[src/stle_pkg.sv]
// ----------------------------------------------------------------------------
// stle_pkg
// Types, codes and constants of the sector transfer link engine.
// ----------------------------------------------------------------------------
package stle_pkg;

    localparam logic [11:0] MAX_SECTORS  = 12'd2048;
    localparam logic [8:0]  SECTOR_BYTES = 9'd256;
    localparam logic [10:0] UPPER_BASE   = 11'd2040;
    localparam logic [12:0] UPPER_COUNT  = 13'd8;
    localparam int          MAX_RESULTS  = 5;

    localparam logic [7:0] BYTE_START   = 8'h01;
    localparam logic [7:0] BYTE_WRITE   = 8'h00;
    localparam logic [7:0] BYTE_READ    = 8'h01;
    localparam logic [7:0] REPLY_OK     = 8'hFF;
    localparam logic [7:0] REPLY_RDATA  = 8'hFE;

    localparam logic [2:0] CMD_START_WRITE = 3'd0;
    localparam logic [2:0] CMD_DATA        = 3'd1;
    localparam logic [2:0] CMD_WRITE_REPLY = 3'd2;
    localparam logic [2:0] CMD_START_READ  = 3'd3;
    localparam logic [2:0] CMD_READ_REPLY  = 3'd4;

    localparam logic [2:0] ST_BUSY     = 3'd0;
    localparam logic [2:0] ST_OK       = 3'd1;
    localparam logic [2:0] ST_RETRY    = 3'd2;
    localparam logic [2:0] ST_FAILED   = 3'd3;
    localparam logic [2:0] ST_SKIPPED  = 3'd4;
    localparam logic [2:0] ST_DONE     = 3'd5;
    localparam logic [2:0] ST_NO_IMAGE = 3'd6;

    localparam logic [2:0] CFG_RETRY_LIMIT  = 3'd0;
    localparam logic [2:0] CFG_BANK_TYPE    = 3'd1;
    localparam logic [2:0] CFG_IMAGE_SECTOR = 3'd2;
    localparam logic [2:0] CFG_SPLIT        = 3'd3;
    localparam logic [2:0] CFG_INCREMENTAL  = 3'd4;

    typedef enum logic [4:0] {
        PH_IDLE   = 5'b00001,
        PH_WDATA  = 5'b00010,
        PH_WREPLY = 5'b00100,
        PH_RRESP  = 5'b01000,
        PH_RDATA  = 5'b10000
    } phase_t;

    typedef struct packed {
        logic [2:0] cmd;
        logic [7:0] data_byte;
        logic [7:0] rx_byte;
        logic       sector_changed;
    } req_item_t;

    typedef struct packed {
        logic        tx_valid;
        logic [7:0]  tx_byte;
        logic [2:0]  status;
        logic [10:0] sector_number;
        logic        all_done;
        logic        last;
    } rsp_item_t;

    typedef struct packed {
        logic [2:0]                       count;
        rsp_item_t [MAX_RESULTS-1:0]      items;
    } rsp_bundle_t;

    function automatic rsp_item_t make_rsp(input logic tx_valid, input logic [7:0] tx_byte,
                                           input logic [2:0] status,
                                           input logic [10:0] sector);
        rsp_item_t r;
        r.tx_valid      = tx_valid;
        r.tx_byte       = tx_valid ? tx_byte : 8'h00;
        r.status        = status;
        r.sector_number = sector;
        r.all_done      = 1'b0;
        r.last          = 1'b0;
        return r;
    endfunction

endpackage

[src/sector_transfer_link_engine_unit.sv]
// ----------------------------------------------------------------------------
// sector_transfer_link_engine_unit
// Byte link engine that writes 256-byte sectors and reads them back for checking.
// ----------------------------------------------------------------------------
// An accepted item is held in the input register until the result register can
//   take its results; the first of them is then presented from the result register.
// Throughput: one item per cycle while rsp_stall is low and each item yields at
//   most one result; an item yielding n results holds the result register until all
//   are taken (start commands opening a transfer give five, last write data byte two).
// Reset: rst_n clears all sector state and all configuration registers; the phase goes to idle.
module sector_transfer_link_engine_unit (
    input  logic                clk,
    input  logic                rst_n,
    input  logic                req_valid,
    output logic                req_stall,
    input  stle_pkg::req_item_t req,
    output logic                rsp_valid,
    input  logic                rsp_stall,
    output stle_pkg::rsp_item_t rsp,
    input  logic                cfg_valid,
    output logic                cfg_ready,
    input  logic [2:0]          cfg_index,
    input  logic [11:0]         cfg_data
);
    import stle_pkg::*;

    rsp_bundle_t bundle;
    logic        load_ok;
    logic        fire;

    stle_engine u_engine (
        .clk       (clk),
        .rst_n     (rst_n),
        .req_valid (req_valid),
        .req_stall (req_stall),
        .req       (req),
        .cfg_valid (cfg_valid),
        .cfg_ready (cfg_ready),
        .cfg_index (cfg_index),
        .cfg_data  (cfg_data),
        .load_ok   (load_ok),
        .fire      (fire),
        .bundle    (bundle)
    );

    stle_out_buffer u_out (
        .clk       (clk),
        .rst_n     (rst_n),
        .fire      (fire),
        .bundle    (bundle),
        .load_ok   (load_ok),
        .rsp_valid (rsp_valid),
        .rsp_stall (rsp_stall),
        .rsp       (rsp)
    );

endmodule

[src/stle_engine.sv]
// ----------------------------------------------------------------------------
// stle_engine
// Input register, configuration registers and the per-item transfer logic.
// ----------------------------------------------------------------------------
module stle_engine (
    input  logic                clk,
    input  logic                rst_n,
    input  logic                req_valid,
    output logic                req_stall,
    input  stle_pkg::req_item_t req,
    input  logic                cfg_valid,
    output logic                cfg_ready,
    input  logic [2:0]          cfg_index,
    input  logic [11:0]         cfg_data,
    input  logic                load_ok,
    output logic                fire,
    output stle_pkg::rsp_bundle_t bundle
);
    import stle_pkg::*;

    logic        req_full_reg, req_full_next;
    req_item_t   req_reg;

    logic [7:0]  retry_limit_reg;
    logic [7:0]  bank_type_reg;
    logic [11:0] image_reg;
    logic        split_reg;
    logic        incr_reg;

    logic [10:0] sector_reg, sector_next;
    logic [11:0] handled_reg, handled_next;
    logic [7:0]  retries_reg, retries_next;
    phase_t      phase_reg, phase_next;
    logic [8:0]  idx_reg, idx_next;
    logic [7:0]  xor_reg, xor_next;
    logic [7:0]  first_reg, first_next;
    logic        mismatch_reg, mismatch_next;

    logic [11:0] eff_image;
    logic [12:0] target;
    logic        done_now, done_next;
    logic [10:0] adv_sector, inc_sector;
    logic [2:0]  fail_status;
    logic [7:0]  fail_retries;
    logic [7:0]  hi, lo;
    logic        do_advance, do_fail;

    assign cfg_ready = 1'b1;
    assign fire      = req_full_reg && load_ok;
    assign req_stall = req_full_reg && !fire;

    always_comb
    begin
        req_full_next = req_full_reg;
        if (req_valid && !req_stall)
        begin
            req_full_next = 1'b1;
        end
        else if (fire)
        begin
            req_full_next = 1'b0;
        end
    end

    assign eff_image  = (image_reg > MAX_SECTORS) ? MAX_SECTORS : image_reg;
    assign target     = {1'b0, eff_image} + (split_reg ? UPPER_COUNT : 13'd0);
    assign done_now   = (eff_image != 12'd0) && ({1'b0, handled_reg} >= target);
    assign inc_sector = sector_reg + 11'd1;
    assign adv_sector = (split_reg && ({1'b0, inc_sector} == eff_image)) ? UPPER_BASE
                                                                          : inc_sector;
    assign fail_status  = (retries_reg < retry_limit_reg) ? ST_RETRY : ST_FAILED;
    assign fail_retries = (retries_reg < retry_limit_reg) ? retries_reg + 8'd1 : 8'd0;
    assign hi = {5'd0, sector_reg[10:8]};
    assign lo = sector_reg[7:0];

    always_comb
    begin
        sector_next   = sector_reg;
        handled_next  = handled_reg;
        retries_next  = retries_reg;
        phase_next    = phase_reg;
        idx_next      = idx_reg;
        xor_next      = xor_reg;
        first_next    = first_reg;
        mismatch_next = mismatch_reg;
        do_advance    = 1'b0;
        do_fail       = 1'b0;
        bundle        = '0;

        if (fire)
        begin
            case (req_reg.cmd)
                CMD_START_WRITE, CMD_START_READ:
                begin
                    if (phase_reg == PH_IDLE)
                    begin
                        bundle.count = 3'd1;
                        if (eff_image == 12'd0)
                        begin
                            bundle.items[0] = make_rsp(1'b0, 8'h00, ST_NO_IMAGE, sector_reg);
                        end
                        else if (done_now)
                        begin
                            bundle.items[0] = make_rsp(1'b0, 8'h00, ST_DONE, sector_reg);
                        end
                        else if (req_reg.cmd == CMD_START_WRITE && incr_reg
                                 && !req_reg.sector_changed)
                        begin
                            do_advance      = 1'b1;
                            bundle.items[0] = make_rsp(1'b0, 8'h00, ST_SKIPPED, sector_reg);
                        end
                        else if (req_reg.cmd == CMD_START_WRITE)
                        begin
                            bundle.count    = 3'd5;
                            bundle.items[0] = make_rsp(1'b1, BYTE_START, ST_BUSY, sector_reg);
                            bundle.items[1] = make_rsp(1'b1, BYTE_WRITE, ST_BUSY, sector_reg);
                            bundle.items[2] = make_rsp(1'b1, hi, ST_BUSY, sector_reg);
                            bundle.items[3] = make_rsp(1'b1, lo, ST_BUSY, sector_reg);
                            bundle.items[4] = make_rsp(1'b1, bank_type_reg, ST_BUSY,
                                                       sector_reg);
                            xor_next   = hi ^ lo ^ bank_type_reg;
                            idx_next   = 9'd0;
                            phase_next = PH_WDATA;
                        end
                        else
                        begin
                            bundle.count    = 3'd5;
                            bundle.items[0] = make_rsp(1'b1, BYTE_START, ST_BUSY, sector_reg);
                            bundle.items[1] = make_rsp(1'b1, BYTE_READ, ST_BUSY, sector_reg);
                            bundle.items[2] = make_rsp(1'b1, hi, ST_BUSY, sector_reg);
                            bundle.items[3] = make_rsp(1'b1, lo, ST_BUSY, sector_reg);
                            bundle.items[4] = make_rsp(1'b1, hi ^ lo, ST_BUSY, sector_reg);
                            idx_next   = 9'd0;
                            phase_next = PH_RRESP;
                        end
                    end
                end
                CMD_DATA:
                begin
                    if (phase_reg == PH_WDATA)
                    begin
                        bundle.count    = 3'd1;
                        bundle.items[0] = make_rsp(1'b1, req_reg.data_byte, ST_BUSY,
                                                   sector_reg);
                        xor_next = xor_reg ^ req_reg.data_byte;
                        idx_next = idx_reg + 9'd1;
                        if (idx_next == SECTOR_BYTES)
                        begin
                            // The checksum byte follows the last data byte.
                            bundle.count    = 3'd2;
                            bundle.items[1] = make_rsp(1'b1, xor_next, ST_BUSY, sector_reg);
                            phase_next      = PH_WREPLY;
                        end
                    end
                end
                CMD_WRITE_REPLY:
                begin
                    if (phase_reg == PH_WREPLY)
                    begin
                        bundle.count = 3'd1;
                        phase_next   = PH_IDLE;
                        if (req_reg.rx_byte == REPLY_OK)
                        begin
                            do_advance      = 1'b1;
                            bundle.items[0] = make_rsp(1'b0, 8'h00, ST_OK, sector_reg);
                        end
                        else
                        begin
                            do_fail         = 1'b1;
                            bundle.items[0] = make_rsp(1'b0, 8'h00, fail_status, sector_reg);
                        end
                    end
                end
                CMD_READ_REPLY:
                begin
                    if (phase_reg == PH_RRESP)
                    begin
                        if (req_reg.rx_byte == REPLY_RDATA)
                        begin
                            phase_next    = PH_RDATA;
                            idx_next      = 9'd0;
                            xor_next      = 8'h00;
                            mismatch_next = 1'b0;
                            first_next    = 8'h00;
                        end
                        else
                        begin
                            do_fail         = 1'b1;
                            phase_next      = PH_IDLE;
                            bundle.count    = 3'd1;
                            bundle.items[0] = make_rsp(1'b0, 8'h00, fail_status, sector_reg);
                        end
                    end
                    else if (phase_reg == PH_RDATA)
                    begin
                        if (!idx_reg[8])
                        begin
                            if (idx_reg == 9'd0)
                            begin
                                first_next = req_reg.rx_byte;
                            end
                            xor_next = xor_reg ^ req_reg.rx_byte;
                            if (req_reg.rx_byte != req_reg.data_byte)
                            begin
                                mismatch_next = 1'b1;
                            end
                            idx_next = idx_reg + 9'd1;
                        end
                        else
                        begin
                            // Checksum byte: acknowledge with the first data byte.
                            bundle.count = 3'd1;
                            phase_next   = PH_IDLE;
                            if (req_reg.rx_byte == xor_reg && !mismatch_reg)
                            begin
                                do_advance      = 1'b1;
                                bundle.items[0] = make_rsp(1'b1, first_reg, ST_OK, sector_reg);
                            end
                            else
                            begin
                                do_fail         = 1'b1;
                                bundle.items[0] = make_rsp(1'b1, first_reg, fail_status,
                                                           sector_reg);
                            end
                        end
                    end
                end
                default:
                begin
                    bundle.count = 3'd0;
                end
            endcase
        end

        if (do_advance)
        begin
            sector_next  = adv_sector;
            handled_next = handled_reg + 12'd1;
            retries_next = 8'd0;
        end
        if (do_fail)
        begin
            retries_next = fail_retries;
        end

        done_next = (eff_image != 12'd0) && ({1'b0, handled_next} >= target);
        for (int k = 0; k < MAX_RESULTS; k++)
        begin
            bundle.items[k].all_done = done_next && (3'(k) < bundle.count);
            bundle.items[k].last     = (3'(k + 1) == bundle.count);
        end
    end

    always_ff @(posedge clk or negedge rst_n)
    begin
        if (!rst_n)
        begin
            req_full_reg    <= 1'b0;
            retry_limit_reg <= 8'd0;
            bank_type_reg   <= 8'd0;
            image_reg       <= 12'd0;
            split_reg       <= 1'b0;
            incr_reg        <= 1'b0;
            sector_reg      <= 11'd0;
            handled_reg     <= 12'd0;
            retries_reg     <= 8'd0;
            phase_reg       <= PH_IDLE;
            idx_reg         <= 9'd0;
            xor_reg         <= 8'd0;
            first_reg       <= 8'd0;
            mismatch_reg    <= 1'b0;
        end
        else
        begin
            req_full_reg <= req_full_next;
            sector_reg   <= sector_next;
            handled_reg  <= handled_next;
            retries_reg  <= retries_next;
            phase_reg    <= phase_next;
            idx_reg      <= idx_next;
            xor_reg      <= xor_next;
            first_reg    <= first_next;
            mismatch_reg <= mismatch_next;
            if (cfg_valid && cfg_ready)
            begin
                case (cfg_index)
                    CFG_RETRY_LIMIT:  retry_limit_reg <= cfg_data[7:0];
                    CFG_BANK_TYPE:    bank_type_reg   <= cfg_data[7:0];
                    CFG_IMAGE_SECTOR: image_reg       <= cfg_data;
                    CFG_SPLIT:        split_reg       <= cfg_data[0];
                    CFG_INCREMENTAL:  incr_reg        <= cfg_data[0];
                    default:          split_reg       <= split_reg;
                endcase
            end
        end
    end

    always_ff @(posedge clk)
    begin
        if (req_valid && !req_stall)
        begin
            req_reg <= req;
        end
    end

endmodule

[src/stle_out_buffer.sv]
// ----------------------------------------------------------------------------
// stle_out_buffer
// Result register that holds the results of one item and hands them out in order.
// ----------------------------------------------------------------------------
module stle_out_buffer (
    input  logic                  clk,
    input  logic                  rst_n,
    input  logic                  fire,
    input  stle_pkg::rsp_bundle_t bundle,
    output logic                  load_ok,
    output logic                  rsp_valid,
    input  logic                  rsp_stall,
    output stle_pkg::rsp_item_t   rsp
);
    import stle_pkg::*;

    rsp_item_t [MAX_RESULTS-1:0] items_reg;
    logic [2:0]                  cnt_reg, cnt_next;
    logic [2:0]                  sel_reg, sel_next;
    logic                        take;

    assign rsp_valid = (cnt_reg != 3'd0);
    assign rsp       = items_reg[sel_reg];
    assign take      = rsp_valid && !rsp_stall;
    // A new bundle may load when no result is pending or the last pending result leaves in this cycle.
    assign load_ok   = (cnt_reg == 3'd0) || ((cnt_reg == 3'd1) && !rsp_stall);

    always_comb
    begin
        cnt_next = cnt_reg;
        sel_next = sel_reg;
        if (fire)
        begin
            cnt_next = bundle.count;
            sel_next = 3'd0;
        end
        else if (take)
        begin
            cnt_next = cnt_reg - 3'd1;
            sel_next = sel_reg + 3'd1;
        end
    end

    always_ff @(posedge clk or negedge rst_n)
    begin
        if (!rst_n)
        begin
            cnt_reg <= 3'd0;
            sel_reg <= 3'd0;
        end
        else
        begin
            cnt_reg <= cnt_next;
            sel_reg <= sel_next;
        end
    end

    always_ff @(posedge clk)
    begin
        if (fire)
        begin
            items_reg <= bundle.items;
        end
    end

endmodule

[config.mk]
export PLATFORM = sky130hd
export DESIGN_NAME = sector_transfer_link_engine_unit
export DESIGN_NICKNAME = d
export VERILOG_FILES = /design/src/stle_pkg.sv /design/src/sector_transfer_link_engine_unit.sv /design/src/stle_engine.sv /design/src/stle_out_buffer.sv
export SDC_FILE = /design/constraint.sdc
export NUM_CORES = 1
export LEC_CHECK = 0
export ABC_AREA = 1
export CAP_MARGIN = 10
export CELL_PAD_IN_SITES_DETAIL_PLACEMENT = 1
export CELL_PAD_IN_SITES_GLOBAL_PLACEMENT = 1
export CORE_ASPECT_RATIO = 1.25
export CORE_MARGIN = 2
export CORE_UTILIZATION = 50
export DETAILED_ROUTE_END_ITERATION = 16
export DONT_BUFFER_PORTS = 1
export GPL_TIMING_DRIVEN = 0
export MAX_ROUTING_LAYER = met4
export PLACE_DENSITY_LB_ADDON = 0.08
export SLEW_MARGIN = 20
export SYNTH_ARGS = -nofsm -noshare
export SYNTH_HDL_FRONTEND = slang
export SYNTH_HIERARCHICAL = 1
export SYNTH_SLANG_ARGS = --single-unit
[constraint.sdc]
create_clock -name clk -period 5.94 [get_ports clk]
set_input_delay 0.297 -clock clk [delete_from_list [all_inputs] [get_ports clk]]
set_output_delay 0.297 -clock clk [all_outputs]
set_load 0.01 [all_outputs]
After elaboration in Yosys (flattened, before gate mapping)
Cells that the tools add are included.

Register bits: 244. Output and inout bits: 28. Word-level logic and storage cells: 273.

$add $sub $neg: 7. $lt $le $gt $ge: 10. Eq/ne operators: 39. Muxes and demuxes: 109. Bitwise gates (word level): 7. Reduce and logical (&&, ||, !) cells: 50.

Operators with widths (count): 103-bit 2-to-1 mux (3); 128-bit 2-to-1 mux (2); 25-bit 2-to-1 mux (8); 8-bit 2-to-1 mux (17); 124-bit 2-to-1 mux (1); 25-bit one-hot mux with 4 select lines (1); 9-bit 2-to-1 mux (9); 25-bit binary-select mux with 3-bit select (1); 75-bit 2-to-1 mux (1); 16-bit 2-to-1 mux (4); 5-bit 2-to-1 mux (11); 50-bit 2-to-1 mux (1); 25-bit one-hot mux with 2 select lines (1); 1-bit 2-to-1 mux (30); 9-bit one-hot mux with 3 select lines (1); 12-bit by 13-bit >= comparator with 1-bit output (2); 12-bit 2-to-1 mux (2); 8-bit one-hot mux with 3 select lines (1); 8-bit XOR (3); 11-bit AND reduction (2); 3-bit 2-to-1 mux (7); 5-bit one-hot mux with 4 select lines (1); 8-bit equality test, second input constant (2); 1-bit logical AND (16); 55 further kinds (95).

Logic depth before layout (Yosys ltp)
Gate-level depths: netlist of run 1.

Word-level depth: 14. Depth in mapped cells: 46. Mapped depth without buffers: 44.

Cells and area by module
Netlist of run 1, hierarchy kept.

Modules (own cells, without submodules): stle_engine (instances 1, cells each 1071, area an instance 8105.3 µm², seq. area each 2929.1 µm²); stle_out_buffer (instances 1, cells each 420, area an instance 5187.5 µm², seq. area each 3903.7 µm²).

Least setup slack after synthesis of run 1
No wires, ideal clock.

Path kind: flip-flop to flip-flop. Start point: register u_engine.image_reg[0]. End point: register u_out/items_reg[101] (netlist bit) (data pin). Library setup time: 0.254 ns. Arrival time: 4.211 ns. Path slack: 1.476 ns. Stages on the path, launching flop included: 37. Clock period less this slack: 4.464 ns. Path through: dfrtp_1 -> or2_1 -> nor2_2 -> nand2_2 -> a21oi_1 -> ha_1 -> ha_1 -> nand2_1 -> inv_1 -> nand2_1 -> nor2_1 -> xor2_1 -> ha_1 -> nand3_1 -> nor2_2 -> nand3_2 -> nand3_4 -> nand2_4 -> nand2_4 -> xor2_1 -> inv_1 -> ha_1 -> inv_1 -> a21boi_0 -> o21a_1 -> o21ai_0 -> nand2_1 -> a21oi_1 -> o21bai_1 -> o21ai_1 -> nand2_1 -> nand2_1 -> nand2_1 -> nand3_1 -> nand3_2 -> nand2_4 -> nor2_1.

RTL lines: from (decl) (line stle_engine.sv:26) `logic [11:0] image_reg;`; from (signal assigned) (line stle_engine.sv:289) `CFG_IMAGE_SECTOR: image_reg <= cfg_data;`; to (signal assigned) (line stle_out_buffer.sv:62) `items_reg <= bundle.items;`; to (decl) (line stle_out_buffer.sv:17) `rsp_item_t [MAX_RESULTS-1:0] items_reg;`.

==> results.toml, run 1 <==
[outcome]
status = "completed"

[grt]
overflow = 0
grt_use_met1_pct = 32.91
antenna_found_initial = 0
grt_pass1_vias = 11280
globalRouteTotalUtil_pct = 28.30
grt_start_max_net_pins = 100
grtUsageMet2_pct = 51.11
grt_first_pass_wirelength_um = 59620
grt-busiest-layer = "met2"
gr-usage-met3_pct = 2.293

[power_and_ir_drop]
ir_worst_vdd_mv = 0.3093
cellPowerDensity_nw_per_um2 = 461.8
total_leakage_power_uw = 0.006829

[sta]
worstMarginPinSlew_ns = 0.8567
slew_headroom_pct = 42.78
fmax_mhz = 186.0
setup_tns_ns = 0
fin_crit_sh_pct = 90.51
drv_slew = 0
post-route-min-period_ns = 5.376
setup_viol = 0
hold_viol = 0
finClkSkew_ns = 0.01794

[cts]
clk_latency_ns = 0.53
clockBufferDepth = 3
cts_tree = "built"
clock_sinks = 244
cts-root-buf = "clkbuf_16"
htreeDepth = 1
cts_inserted_buffers = 26
clk_pin_slew_worst_paths_ns = 0.07

[synth]
synth.area.top_cells = "edfxtp_1 (33%), dfrtp_1 (18%), nand2_1 (10%)"
postSynthCellCount = 1491
synth_common_cells = "nand2_1 (354), inv_1 (172), edfxtp_1 (145)"
yosysMostFrequentCell = "nand2_1"
synth_edf_count = 145
avgSynthCellArea_um2 = 8.915
ys_ff_latch = 244
mappedNetlistArea_um2 = 13290
ys_warn_count = 6
yosysTopAreaCellShare_pct = 32.76
ys_async_sr_fraction_pct = 40.57
synth_cell_type_count = 57
synth_seq_area_share_pct = 51.40
synth_flop_cell = "edfxtp_1"
synth_top_cell_by_area = "edfxtp_1"

[placed_design]
dp_hpwl_um = 27150
portBuffers = 0
dp_cells = 1851
gp_congestion = 0.9043

[setup_path]
slowest_delay_ns = 0.48
required_ns = 6.21
cp-start-kind = "flip-flop"
cpMostUsedCell = "nand2_1"
arrival_ns = 5.65
crit_fanout = 10
cpMaxStageDelayCell = "dfrtp_1"
cp-end-kind = "flip-flop"
critPathKind = "reg -> reg"

[die]
num_rows = 66
start_util_pct = 50.94
ios = 68
die_w_um = 149.8
core_area_um2 = 26100
die_h_um = 186.3
dieArea_um2 = 27910

[detailed_routing]
drt-total-wl_um = 37510
drc_errors = 0
via_count = 10550
ant_nets = 0
vias_per_cell = 5.458
firstDrtPassIters = 5
wire_per_inst_um = 19.41
drtIter0Drc = 474

[layout]
seqCellArea_um2 = 6833
num_antenna_cells = 0
largest_register_ffs = 125
nets = 1647
filler_cell_count = 3044
multiInputGateArea_um2 = 5209
area_growth_pct = 14.60
drive_above_1_share_pct = 11.11
instances_no_fill = 1933

[run]
max_cap_violations = 0

[min_path]
hold_class = "in -> reg"
-- critical path, delay by kind of cell, from the launching register on --
kind	cells	cell delay, ns
and+or+nand+nor	23	2.16
AOI/OAI and AO/OA	6	0.78
adders and majority gates	3	0.65
buffers and inverters	7	0.60
DFF	1	0.48
xor gates and xnor gates	2	0.45
-- per-stage QoR --
stage | setup WS [ns] | util, % | hold slack, ns | area (µm²) | total power, µW
CTS | 0.3909 | 58.33 | 0.0008721 | 15220 | 7083
detailed placement | 0.4854 | 53.03 | 0.003406 | 13840 | 5079
finish | 0.5636 | 58.38 | 0.007245 | 15230 | 7035
global route | -0.02012 | 58.38 | 0.01500 | 15230 | 7468
global placement | 0.5459 | 52.83 | 0.003815 | 13790 | 4957
floorplan | 1.476 | - | 0.001409 | 13360 | 4348
-- routing by layer --
metal | routed length, µm | vias up
li1 | - | 5029
met1 | 15020 | 5217
met2 | 19690 | 218
met3 | 1307 | 86
met4 | 1498 | 0
met5 | 0 | -
-- cells by family (layout without fill, tap and decap cells) --
group	count (synthesis)	count (layout)	synth area share, %
compound gates	166	166	7.728
xor+xnor	70	70	4.612
fa+ha+maj	34	34	3.200
buf+inv	282	366	10.01
flops	244	244	51.40
mux	4	4	0.3106
other cells	2	20	0.05650
simple gates	689	689	22.68
-- where the power goes --
part	switching (µW)	internal (µW)	leakage [µW]	total, µW
Sequential	298	2480	0.00261	2780
Clock	696	1240	0.000494	1930
Combinational	1650	668	0.00372	2320
-- area by class of cell --
type	instances	area share (%)
buffer	96	4.140
clock buffer	29	4.550
clock inverter	19	2.259
inverter	186	4.624
multi-input combinational	983	34.19
sequential	244	44.85
tap	340	2.793
timing repair buffer	36	2.587
-- timing repair --
item / CTS / global route
setup buffers: 0 / 1
endpoints found under the hold margin: 132 / 0
resized for setup: 0 / 1
hold buffers: 33 / 0
setup endpoints to repair: 0 / 5
-- worst paths after layout --
path	startpoint	end	slack [ns]	cells past startpoint
max	u_engine/image_reg[7]$_DFFE_PN0P_	u_out/items_reg[101]$_DFFE_PP_	0.56	41
min	cfg_data[2]	u_engine/image_reg[2]$_DFFE_PN0P_	0.007	2
max reg2reg	u_engine/image_reg[7]$_DFFE_PN0P_	u_out/items_reg[101]$_DFFE_PP_	0.56	41
min reg2reg	u_engine/first_reg[4]$_DFFE_PN0P_	u_engine/first_reg[4]$_DFFE_PN0P_	0.49	2
max in group asynchronous	rst_n	u_engine/handled_reg[10]$_DFF_PN0_	5.11	2
min in group asynchronous	rst_n	u_engine/first_reg[1]$_DFFE_PN0P_	0.42	2
-- placed cells by master (no fill, tap or decap), drive strengths merged, types with 42 or more instances in the layout --
master,instances
buf,87
clkbuf,42
dfrtp,98
edfxtp,145
inv,182
nand2,361
nand3,139
nor2,125
o21ai,76
xor2,48
(Power assumes the default switching activity.)
==> run 2: changes to the inputs <==
--- a/config.mk
+++ b/config.mk
@@ -7,8 +7,6 @@
 export LEC_CHECK = 0
 export ABC_AREA = 1
 export CAP_MARGIN = 10
-export CELL_PAD_IN_SITES_DETAIL_PLACEMENT = 1
-export CELL_PAD_IN_SITES_GLOBAL_PLACEMENT = 1
 export CORE_ASPECT_RATIO = 1.25
 export CORE_MARGIN = 2
 export CORE_UTILIZATION = 50
@@ -22,3 +20,4 @@
 export SYNTH_HDL_FRONTEND = slang
 export SYNTH_HIERARCHICAL = 1
 export SYNTH_SLANG_ARGS = --single-unit
+export TNS_END_PERCENT = 5
==> run 2 against run 1 <==
- setup slack improved by 0.0086 ns
- global-route usage down 3.1 points
- worst hold slack gained 0.0083 ns
- sequential share of layout area rose by 0.60 points
- clock power fell by 19%
- via count shrank 3.9%
- wire length decreased by 11%
- sequential power barely moved
- maximum frequency increased by 0.16%
- final cell count stayed put
- critical endpoint is now u_out/items_reg[51]$_DFFE_PP_
==> results.toml, run 2 (synthesis results as in run 1) <==
[outcome]
status = "completed"

[setup_path]
cp-start-kind = "flip-flop"
cp-end-kind = "flip-flop"
arrival_ns = 5.64
path_buf_inv = 5
critical-path-top-delay-family = "simple AND/OR/NAND/NOR gates"
required_ns = 6.22
cpMaxStageDelayCell = "dfrtp_1"
cpMostUsedCell = "nand2_1"
rrSetupSlack_ns = 0.57
slowest_delay_ns = 0.49
crit_fanout = 7
critPathKind = "reg -> reg"

[sta]
post-route-min-period_ns = 5.368
rsz0062_at_grt = "false"
hold_viol = 0
drv_slew = 0
fmax_mhz = 186.3
worstMarginPinSlew_ns = 0.7331
slew_headroom_pct = 51.01
setup_tns_ns = 0
hold_ws_ns = 0.01552
finClkSkew_ns = 0.01233
setup_viol = 0
fin_crit_sh_pct = 90.37

[power_and_ir_drop]
comb_power_share_pct = 34.2
swShare_pct = 38.22
internal-power_uw = 4068
total_leakage_power_uw = 0.006741
ir_worst_vdd_mv = 0.3364
pwr-share-seq_pct = 42.1
p_sw_uw = 2517
power.share.clock_pct = 23.7
cellPowerDensity_nw_per_um2 = 438.1

[detailed_routing]
drtIter0Drc = 591
firstDrtPassIters = 5
ant_nets = 0
via_count = 10140
wire_per_inst_um = 17.36
drc_errors = 0
drt-total-wl_um = 33560
vias_per_cell = 5.245

[cts]
clock_sinks = 244
htreeDepth = 1
clk_latency_ns = 0.53
cts_inserted_buffers = 26
clk_pin_slew_worst_paths_ns = 0.06
cts_tree = "built"
clockBufferDepth = 3
post_cts_resized = 0
cts_setup_buffers = 0
cts-root-buf = "clkbuf_16"

[layout]
final_common_cell = "nand2_1"
area_growth_pct = 13.07
filler_cell_count = 2413
nets = 1647
drive_above_1_share_pct = 10.30
layout_common_cells = "nand2_1 (354), inv_1 (172), edfxtp_1 (145)"
instances_no_fill = 1933
largest_register_ffs = 125
num_antenna_cells = 0
fin_util_pct = 57.60

[placed_design]
dp_cells = 1850
dp_hpwl_um = 25160
gp_congestion = 0.9350
portBuffers = 0

[min_path]
hold_class = "in -> reg"

[grt]
overflow = 0
grt_start_max_net_pins = 100
grt_pass1_vias = 9999
grt_first_pass_wirelength_um = 52930
globalRouteTotalUtil_pct = 25.21
antenna_found_initial = 0

[die]
num_rows = 66
start_util_pct = 50.94
die_w_um = 149.8
dieArea_um2 = 27910
die_h_um = 186.3
ios = 68
core_area_um2 = 26100

[run]
max_cap_violations = 0
[run 2: changes by cell type in the layout (fill, tap and decap cells not counted), moves of 2 or more]
cell / delta
dlygate4sd3_1: +2
clkinv_1: +4
bufinv_16: -8
clkinvlp_4: -4
clkbuf_1: +6
inv_6: -2
clkbuf_8: +3
[run 2: power by group through the flow]
| stage | logic (µW) | clock network [µW] | registers [µW] |
|---|---|---|---|
| detailed placement | 2230 | 0 | 2800 |
| floorplan | 1620 | 0 | 2730 |
| global route | 2530 | 1670 | 2830 |
| finish | 2250 | 1560 | 2770 |
| global placement | 2160 | 0 | 2830 |
| CTS | 2280 | 1600 | 2770 |
[run 2: layout make-up]
type,count,area [µm²],area share (%)
flip-flops and latches,244,6833,45.46
multi-input cells,983,5210,34.66
clock buffers,38,757.0,5.036
inverters,186,706.9,4.703
plain buffers,96,630.6,4.195
well taps,340,425.4,2.830
repair buffers,36,395.4,2.630
clock inverters,10,72.57,0.4828
[run 2: timing repair]
action | in CTS | in global routing
endpoints found under the hold margin | 136 | 0
hold buffers | 35 | 0
endpoints found under the setup margin | 0 | 0
[run 2: worst paths after layout]
| check | startpoint | endpoint | cells past startpoint |
|---|---|---|---|
| worst max register to register | u_engine/image_reg[7]$_DFFE_PN0P_ | u_out/items_reg[51]$_DFFE_PP_ | 39 |
| min in group asynchronous | rst_n | u_engine/handled_reg[8]$_DFF_PN0_ | 2 |
| max in group asynchronous | rst_n | u_engine/first_reg[3]$_DFFE_PN0P_ | 2 |
| worst max-delay path | u_engine/image_reg[7]$_DFFE_PN0P_ | u_out/items_reg[51]$_DFFE_PP_ | 39 |
| worst min register to register | u_engine/first_reg[2]$_DFFE_PN0P_ | u_engine/first_reg[2]$_DFFE_PN0P_ | 2 |
| worst min-delay path | cfg_data[7] | u_engine/retry_limit_reg[7]$_DFFE_PN0P_ | 2 |
[run 2: per-stage QoR]
| step | setup slack [ns] | instance area, µm² | total power (µW) |
|---|---|---|---|
| floorplan | 1.476 | 13360 | 4348 |
| global placement | 0.6090 | 13790 | 4987 |
| detailed placement | 0.5575 | 13830 | 5032 |
| CTS | 0.5353 | 15030 | 6645 |
| global route | 0.05706 | 15030 | 7031 |
| finish | 0.5722 | 15030 | 6584 |
[run 2: per-layer routing]
layer  vias up  wire, µm  GRT usage (%)  share of wire [%]
met1      4759     13520          29.42                 40
met4         0       898          7.358                2.7
li1       5049         -              -                  -
met3        58      1571          3.024                4.7
met2       272     17560          45.64                 52
met5         -         0              -                  0
